==> src/design/wum_pkg.sv <==
// ----------------------------------------------------------------------------
// wum_pkg
// shared types and constants for the windowed utilization monitor
// ----------------------------------------------------------------------------
`default_nettype none

package wum_pkg;

    localparam int MAX_RECORDS_DEF = 64;

    localparam logic [31:0] MIN_WINDOW_RESET = 32'd1000;
    localparam logic [6:0]  ROUND_PERCENT    = 7'd100;

    // busy * 100 + total / 2 stays below 2**39
    localparam int NUM_W  = 39;
    // percent never exceeds 100, so seven quotient bits suffice
    localparam int PCT_W  = 7;
    localparam int STEP_W = $clog2(PCT_W);
    localparam logic [STEP_W-1:0] STEP_FIRST = STEP_W'(PCT_W - 1);

    typedef enum logic [3:0] {
        ST_IDLE,
        ST_DELTA,
        ST_CHECK,
        ST_WINDOW,
        ST_VALID,
        ST_MUL,
        ST_DIV,
        ST_EMIT
    } state_t;

    // controller to datapath
    typedef struct packed {
        logic accum;      // add accepted record to snapshot sums
        logic delta;      // form deltas, move baseline, clear snapshot
        logic window;     // add deltas into window
        logic close;      // take window totals, clear window
        logic diff;       // busy = total - idle
        logic mul;        // numerator and divider start
        logic div_step;   // one restoring division step
        logic emit;       // load output registers
        logic emit_fresh; // fresh flag for the loaded result
    } cmd_t;

    // datapath to controller
    typedef struct packed {
        logic skip;       // void snapshot or fewer than two records
        logic baseline;   // no baseline yet
        logic reject;     // zero total or idle above total
        logic short_win;  // window below threshold
        logic div_last;   // final division step
    } status_t;

endpackage

`default_nettype wire

==> src/design/wum_datapath.sv <==
// ----------------------------------------------------------------------------
// wum_datapath
// snapshot sums, baseline, window accumulators and the percent divider
// ----------------------------------------------------------------------------
`default_nettype none

module wum_datapath #(
    parameter int MAX_RECORDS = wum_pkg::MAX_RECORDS_DEF
) (
    input  wire                         clk,
    input  wire                         rst_n,
    input  wire                         cfg_we,
    input  wire [31:0]                  cfg_min_window,
    input  wire [31:0]                  run_time,
    input  wire                         is_idle,
    input  wire                         snapshot_ok,
    input  wire wum_pkg::cmd_t          cmd,
    output wum_pkg::status_t            status,
    output logic [wum_pkg::PCT_W-1:0]   percent,
    output logic                        fresh
);

    localparam int CNT_W = $clog2(MAX_RECORDS + 1);
    localparam logic [CNT_W-1:0] CNT_MAX = CNT_W'(MAX_RECORDS);
    localparam logic [CNT_W-1:0] CNT_MIN = CNT_W'(2);

    logic [31:0]                  min_window_reg;
    logic [31:0]                  snap_total_reg;
    logic [31:0]                  snap_idle_reg;
    logic [CNT_W-1:0]             count_reg;
    logic                         ok_reg;
    logic [31:0]                  prev_total_reg;
    logic [31:0]                  prev_idle_reg;
    logic [31:0]                  win_total_reg;
    logic [31:0]                  win_idle_reg;
    logic [31:0]                  d_total_reg;
    logic [31:0]                  d_idle_reg;
    logic [31:0]                  busy_reg;
    logic [wum_pkg::NUM_W-1:0]    num_reg;
    logic [wum_pkg::PCT_W-1:0]    quot_reg;
    logic [wum_pkg::STEP_W-1:0]   step_reg;
    logic [wum_pkg::PCT_W-1:0]    held_reg;

    logic [wum_pkg::NUM_W-1:0]    div_shift;
    logic                         div_fit;
    logic [wum_pkg::PCT_W-1:0]    quot_next;

    assign div_shift = wum_pkg::NUM_W'(d_total_reg) << step_reg;
    assign div_fit   = num_reg >= div_shift;

    always_comb
    begin
        quot_next = quot_reg;
        quot_next[step_reg] = div_fit;
    end

    assign status.skip      = !ok_reg || (count_reg < CNT_MIN);
    assign status.baseline  = (prev_total_reg == 32'd0);
    assign status.reject    = (d_total_reg == 32'd0) || (d_idle_reg > d_total_reg);
    assign status.short_win = (win_total_reg < min_window_reg);
    assign status.div_last  = (step_reg == '0);

    always_ff @(posedge clk or negedge rst_n)
    begin
        if (!rst_n)
        begin
            min_window_reg <= wum_pkg::MIN_WINDOW_RESET;
            snap_total_reg <= '0;
            snap_idle_reg  <= '0;
            count_reg      <= '0;
            ok_reg         <= 1'b0;
            prev_total_reg <= '0;
            prev_idle_reg  <= '0;
            win_total_reg  <= '0;
            win_idle_reg   <= '0;
            held_reg       <= '0;
        end
        else
        begin
            if (cfg_we)
            begin
                min_window_reg <= cfg_min_window;
            end
            if (cmd.accum)
            begin
                ok_reg <= snapshot_ok;
                if (count_reg < CNT_MAX)
                begin
                    snap_total_reg <= snap_total_reg + run_time;
                    if (is_idle)
                    begin
                        snap_idle_reg <= snap_idle_reg + run_time;
                    end
                    count_reg <= count_reg + CNT_W'(1);
                end
            end
            if (cmd.delta)
            begin
                snap_total_reg <= '0;
                snap_idle_reg  <= '0;
                count_reg      <= '0;
                if (!status.skip)
                begin
                    prev_total_reg <= snap_total_reg;
                    prev_idle_reg  <= snap_idle_reg;
                end
            end
            if (cmd.window)
            begin
                win_total_reg <= win_total_reg + d_total_reg;
                win_idle_reg  <= win_idle_reg + d_idle_reg;
            end
            if (cmd.close)
            begin
                win_total_reg <= '0;
                win_idle_reg  <= '0;
            end
            if (cmd.div_step && status.div_last)
            begin
                held_reg <= quot_next;
            end
        end
    end

    // working registers, no reset needed
    always_ff @(posedge clk)
    begin
        if (cmd.delta)
        begin
            d_total_reg <= snap_total_reg - prev_total_reg;
            d_idle_reg  <= snap_idle_reg - prev_idle_reg;
        end
        if (cmd.close)
        begin
            d_total_reg <= win_total_reg;
            d_idle_reg  <= win_idle_reg;
        end
        if (cmd.diff)
        begin
            busy_reg <= d_total_reg - d_idle_reg;
        end
        if (cmd.mul)
        begin
            num_reg  <= wum_pkg::NUM_W'(busy_reg) * wum_pkg::NUM_W'(wum_pkg::ROUND_PERCENT)
                        + wum_pkg::NUM_W'(d_total_reg >> 1);
            quot_reg <= '0;
            step_reg <= wum_pkg::STEP_FIRST;
        end
        if (cmd.div_step)
        begin
            if (div_fit)
            begin
                num_reg <= num_reg - div_shift;
            end
            quot_reg <= quot_next;
            step_reg <= step_reg - wum_pkg::STEP_W'(1);
        end
        if (cmd.emit)
        begin
            percent <= held_reg;
            fresh   <= cmd.emit_fresh;
        end
    end

endmodule

`default_nettype wire

==> src/design/wum_controller.sv <==
// ----------------------------------------------------------------------------
// wum_controller
// sequences snapshot close-out, division and the output beat
// ----------------------------------------------------------------------------
`default_nettype none

module wum_controller (
    input  wire                 clk,
    input  wire                 rst_n,
    input  wire                 in_valid,
    output logic                in_ready,
    input  wire                 last_record,
    output logic                out_valid,
    input  wire                 out_ready,
    input  wire wum_pkg::status_t status,
    output wum_pkg::cmd_t       cmd
);

    wum_pkg::state_t state_reg;
    wum_pkg::state_t state_next;
    logic            fresh_reg;
    logic            fresh_next;
    logic            out_valid_reg;
    logic            out_valid_next;
    logic            in_fire;
    logic            slot_free;

    assign in_ready  = (state_reg == wum_pkg::ST_IDLE);
    assign in_fire   = in_valid && in_ready;
    assign slot_free = !out_valid_reg || out_ready;
    assign out_valid = out_valid_reg;

    always_ff @(posedge clk or negedge rst_n)
    begin
        if (!rst_n)
        begin
            state_reg     <= wum_pkg::ST_IDLE;
            fresh_reg     <= 1'b0;
            out_valid_reg <= 1'b0;
        end
        else
        begin
            state_reg     <= state_next;
            fresh_reg     <= fresh_next;
            out_valid_reg <= out_valid_next;
        end
    end

    always_comb
    begin
        state_next     = state_reg;
        fresh_next     = fresh_reg;
        out_valid_next = out_valid_reg && !out_ready;
        cmd            = '0;
        cmd.emit_fresh = fresh_reg;
        case (state_reg)
            wum_pkg::ST_IDLE:
            begin
                cmd.accum = in_fire;
                if (in_fire && last_record)
                begin
                    state_next = wum_pkg::ST_DELTA;
                end
            end
            wum_pkg::ST_DELTA:
            begin
                cmd.delta  = 1'b1;
                fresh_next = 1'b0;
                if (status.skip || status.baseline)
                begin
                    state_next = wum_pkg::ST_EMIT;
                end
                else
                begin
                    state_next = wum_pkg::ST_CHECK;
                end
            end
            wum_pkg::ST_CHECK:
            begin
                if (status.reject)
                begin
                    state_next = wum_pkg::ST_EMIT;
                end
                else
                begin
                    cmd.window = 1'b1;
                    state_next = wum_pkg::ST_WINDOW;
                end
            end
            wum_pkg::ST_WINDOW:
            begin
                if (status.short_win)
                begin
                    state_next = wum_pkg::ST_EMIT;
                end
                else
                begin
                    cmd.close  = 1'b1;
                    state_next = wum_pkg::ST_VALID;
                end
            end
            wum_pkg::ST_VALID:
            begin
                if (status.reject)
                begin
                    state_next = wum_pkg::ST_EMIT;
                end
                else
                begin
                    cmd.diff   = 1'b1;
                    state_next = wum_pkg::ST_MUL;
                end
            end
            wum_pkg::ST_MUL:
            begin
                cmd.mul    = 1'b1;
                state_next = wum_pkg::ST_DIV;
            end
            wum_pkg::ST_DIV:
            begin
                cmd.div_step = 1'b1;
                if (status.div_last)
                begin
                    fresh_next = 1'b1;
                    state_next = wum_pkg::ST_EMIT;
                end
            end
            wum_pkg::ST_EMIT:
            begin
                if (slot_free)
                begin
                    cmd.emit       = 1'b1;
                    out_valid_next = 1'b1;
                    state_next     = wum_pkg::ST_IDLE;
                end
            end
            default:
            begin
                state_next = wum_pkg::ST_IDLE;
            end
        endcase
    end

endmodule

`default_nettype wire

==> src/design/windowed_utilization_monitor_unit.sv <==
// ----------------------------------------------------------------------------
// windowed_utilization_monitor_unit
// busy percentage from snapshots of per-task cumulative run-time counters
// ----------------------------------------------------------------------------
//  channel   handshake              payload
//  input     in_valid / in_ready    run_time, is_idle, last_record, snapshot_ok
//  output    out_valid / out_ready  percent, fresh
//  config    cfg_valid / cfg_ready  cfg_min_window
//
//  records that are not last are taken back to back
//  a last record is followed by close-out, which reports the held value or
//  divides out a new percent in seven restoring steps of the divider, then
//  the result beat
//  a waiting result beat does not stop non-last records; a new last record
//  waits in close-out until the output register is free
//  reset clears all sums, baseline, window and held percent; min_window = 1000
// ----------------------------------------------------------------------------
`default_nettype none

module windowed_utilization_monitor_unit #(
    parameter int MAX_RECORDS = wum_pkg::MAX_RECORDS_DEF
) (
    input  wire                         clk,
    input  wire                         rst_n,
    // task record beats
    input  wire                         in_valid,
    output logic                        in_ready,
    input  wire [31:0]                  run_time,
    input  wire                         is_idle,
    input  wire                         last_record,
    input  wire                         snapshot_ok,
    // result beats
    output logic                        out_valid,
    input  wire                         out_ready,
    output logic [wum_pkg::PCT_W-1:0]   percent,
    output logic                        fresh,
    // threshold register write
    input  wire                         cfg_valid,
    output logic                        cfg_ready,
    input  wire [31:0]                  cfg_min_window
);

    wum_pkg::cmd_t    cmd;
    wum_pkg::status_t status;

    // register writes are always taken
    assign cfg_ready = 1'b1;

    // state machine: handshakes and close-out sequence
    wum_controller u_ctrl (
        .clk         (clk),
        .rst_n       (rst_n),
        .in_valid    (in_valid),
        .in_ready    (in_ready),
        .last_record (last_record),
        .out_valid   (out_valid),
        .out_ready   (out_ready),
        .status      (status),
        .cmd         (cmd)
    );

    // sums, window, divider and output registers
    wum_datapath #(
        .MAX_RECORDS (MAX_RECORDS)
    ) u_dp (
        .clk            (clk),
        .rst_n          (rst_n),
        .cfg_we         (cfg_valid && cfg_ready),
        .cfg_min_window (cfg_min_window),
        .run_time       (run_time),
        .is_idle        (is_idle),
        .snapshot_ok    (snapshot_ok),
        .cmd            (cmd),
        .status         (status),
        .percent        (percent),
        .fresh          (fresh)
    );

endmodule

`default_nettype wire
==> config.mk <==
export PLATFORM = sky130hd
export DESIGN_NAME = windowed_utilization_monitor_unit
export DESIGN_NICKNAME = d
export VERILOG_FILES = /design/src/design/wum_pkg.sv /design/src/design/wum_datapath.sv /design/src/design/wum_controller.sv /design/src/design/windowed_utilization_monitor_unit.sv
export SDC_FILE = /design/constraint.sdc
export NUM_CORES = 2
export LEC_CHECK = 0
export BUFFER_PORTS_ARGS = -buffer_cell sky130_fd_sc_hd__clkbuf_2
export CORE_ASPECT_RATIO = 1.5
export CORE_MARGIN = 1.5
export CORE_UTILIZATION = 59
export DETAILED_ROUTE_END_ITERATION = 6
export PLACE_DENSITY = 0.79
export SLEW_MARGIN = 20
export SYNTH_ARGS = -nofsm -noshare
export SYNTH_HDL_FRONTEND = slang
export SYNTH_SLANG_ARGS = --single-unit
==> constraint.sdc <==
create_clock -name clk -period 4.9 [get_ports clk]
set_input_delay 0.735 -clock clk [delete_from_list [all_inputs] [get_ports clk]]
set_output_delay 0.735 -clock clk [all_outputs]
set_load 0.1 [all_outputs]
==> summary.md <==
| Metric | Value |
|---|---|
| Ant. Diodes | 0 |
| Wire length per cell | 18.72 um |
| Synthesis-stage register bit count | 397 |
| Worst-path fanout max | 4 |
| Final-layout fill cell count | 4735 |
| Count leader, synth | ha_1 |
| TritonCTS clock tree | built |
| Synth top cells by count | ha_1, nand2_1, inv_1, a21oi_1, o21ai_0 |
| Htree depth | 2 |
| Largest register FFs | 39 |
| Worst Hold Class | in -> async |
| Largest net degree at the start of global routing | 105 |
| Status | finished, violations left |
| DRT Wirelength | 92680 um |
| Multi-input combinational cell area | 22810 sq um |
| Post-synthesis sequential area ratio | 0.2996 |
| Share of the synthesized area in the top cell type | 0.1730 |
| Rows | 108 |
| IO Count | 83 |
| Syn. warnings | 0 |
| Number of global-route vias before repair | 29320 |
| Vias/cell | 6.045 |
| Normalized max-slew margin | 0.3159 |
| Worst skew pair latency | 0.60 ns |
| Storage element area | 10320 sq um |
| Grt ovf | 0 |
| Largest cells by area after synthesis | dfrtp_1, ha_1, edfxtp_1, a21oi_1, o21ai_0 |
| Minimum clock period | 5.421 ns |
| Total CTS buffers | 43 |
| Final weighted congestion in routability-driven placement | 0.9385 |
| Share of layout cells above drive strength 1 | 0.1378 |
| Num Clock Sinks | 397 |
| Final Util | 0.6746 |
| Ys flop type | dfrtp_1 |
| Placed Cells | 4845 |
| Max Buffers Root-to-Sink | 3 |
| Endpoints failing hold | 0 |
| Starting Density | 0.5953 |
| CP startpoint kind | register |
| Via count | 29920 |
| Setup slack after layout | -0.5208 ns |
| Post-Synthesis Cells | 3937 |
| Core Box Area | 57840 sq um |
| Syn Area/Cell | 8.746 sq um |
| Die height | 298.9 um |
| Max Clk Rate | 184.5 MHz |
| Remaining DRCs | 1 |
| Clock skew | 0.03063 ns |
| Root buf cell | clkbuf_16 |
| RSZ-0062 raised after global routing | true |
| P&R area growth vs syn | 13.31% |
| Max-cap violations | 0 |
| Die area | 59850 sq um |
| Post-synth top area cell | dfrtp_1 |
| Nets | 4676 |
| Worst-path clk slew | 0.06 ns |
| Critical path type | reg -> reg |
| I/O Buffers | 81 |
| EDFF count, synth | 114 |
| TNS Setup | -6.697 ns |
| Yosys cell types | 94 |
| Post-route ant nets | 0 |
| Arr. time, crit path | 5.87 ns |
| GRT Overall Usage | 0.3023 |
| DRT Pass-1 Iters | 7 |
| Synth Cell Area | 34430 sq um |
| Placed Area | 36970 sq um |
| Syn_nets | 4468 |
| Post-synthesis async set-or-reset flop share | 0.6146 |
| CP required | 5.35 ns |
| Post-route cell area | 39010 sq um |
| Least-Margin Pin Slew | 1.026 ns |
| Fin crit share | 1.106 |
| First-pass GRT wire length | 146500 um |
| Die width | 200.2 um |
| Final setup viols | 21 |
| Failing checks | design-rule violations, negative setup slack |
| Fin cells | 4950 |
| Initial antenna violation count | 2 |
| DP HPWL | 73130 um |
| Final slew viol count | 0 |
| CP endpoint kind | register |
| Initial DRC count | 1631 |
[layer usage]
| metal | track usage | up-vias | wire length [um] |
|---|---|---|---|
| met5 | 0 | - | 23 |
| met4 | 0.1847 | 4 | 6396 |
| met3 | 0.03730 | 334 | 4158 |
| met2 | 0.5526 | 806 | 46900 |
| met1 | 0.3329 | 14170 | 35200 |
| li1 | - | 14610 | - |
[logic make-up after synthesis]
kind of cell / share of synthesized area
other: 0.0001089
AOI/OAI and AO/OA: 0.2132
adders and majority gates: 0.1746
DFF: 0.2996
buffers and inverters: 0.05251
muxes: 0.05022
and+or+nand+nor: 0.1408
xor gates and xnor gates: 0.06890
[critical path, stage by stage (launching register included)]
cell      delay (ns)
edfxtp_1        0.41
buf_4           0.17
ha_4            0.28
ha_4            0.21
fa_1            0.53
ha_4            0.21
o211ai_1        0.27
o211ai_2        0.15
a41o_1          0.22
a21o_1          0.17
a21oi_2         0.13
nor2b_1         0.06
o21a_1          0.17
nor2_1          0.12
xnor2_1         0.09
ha_1            0.31
and3_4          0.16
and2_4          0.13
a221o_1         0.34
a211oi_2        0.24
nor2_2          0.12
a31oi_4         0.26
nor2_4          0.08
and3b_1         0.18
o21ai_1         0.15
o211ai_1        0.12
[layout make-up]
| cell class | instances | share of cell area |
|---|---|---|
| clock buffer | 51 | 0.03043 |
| sequential | 397 | 0.2644 |
| inverter | 354 | 0.03406 |
| timing repair buffer | 284 | 0.05317 |
| multi-input combinational | 3065 | 0.5847 |
| tap | 770 | 0.02469 |
| clock inverter | 29 | 0.008498 |
[cells in the final DEF (no fill, tap or decap), types with 38 or more instances in the layout]
master       n
dfxtp_1     39
buf_4      188
o22ai_1     43
xor2_1     111
o21ai_0    298
mux2i_1     40
nand2_1    370
o21bai_1    41
clkbuf_2    80
xnor2_1    156
inv_1      346
edfxtp_1   114
o21a_1      38
ha_1       406
nor2_1     186
a21oi_1    297
dfrtp_1    238
nand3_1    128
nor3_1      48
nor2b_1     40
a211oi_1    39
a21o_1     154
mux2_2      70
clkbuf_16   44
nand2b_1    67
[stage by stage]
step           hold slack [ns]  setup WS (ns)
2_1_floorplan           0.4194       -0.09727
3_3_place_gp            0.4269        -0.3797
3_5_place_dp            0.4318        -0.4719
4_1_cts                 0.2073        -0.3838
5_1_grt                 0.2233        -0.6947
6_report                0.1472        -0.5208
[repair_timing]
item,CTS,global route
endpoints found under the setup margin,19,27
gates cloned,0,0
gates resized for setup,28,43
hold buffers,0,0
pin swaps,33,30
setup buffers,13,13
[final timing paths]
path | from | endpoint | slack, ns | cells past startpoint
min in group clk | cfg_min_window[23] | u_dp.min_window_reg[23] | 0.34 | 3
max in group asynchronous | rst_n | u_dp.prev_idle_reg[19] | 3.53 | 2
hold / removal | rst_n | u_dp.held_reg[3] | 0.15 | 1
hold reg to reg | u_dp.held_reg[6] | u_dp.percent[6] | 0.45 | 0
setup / recovery | u_dp.busy_reg[3] | u_dp.num_reg[34] | -0.52 | 25
setup reg to reg | u_dp.busy_reg[3] | u_dp.num_reg[34] | -0.52 | 25
Power is left out: the tool's default activity adds up to more than one toggle a clock period on the data nets, which glitch-free logic cannot reach.
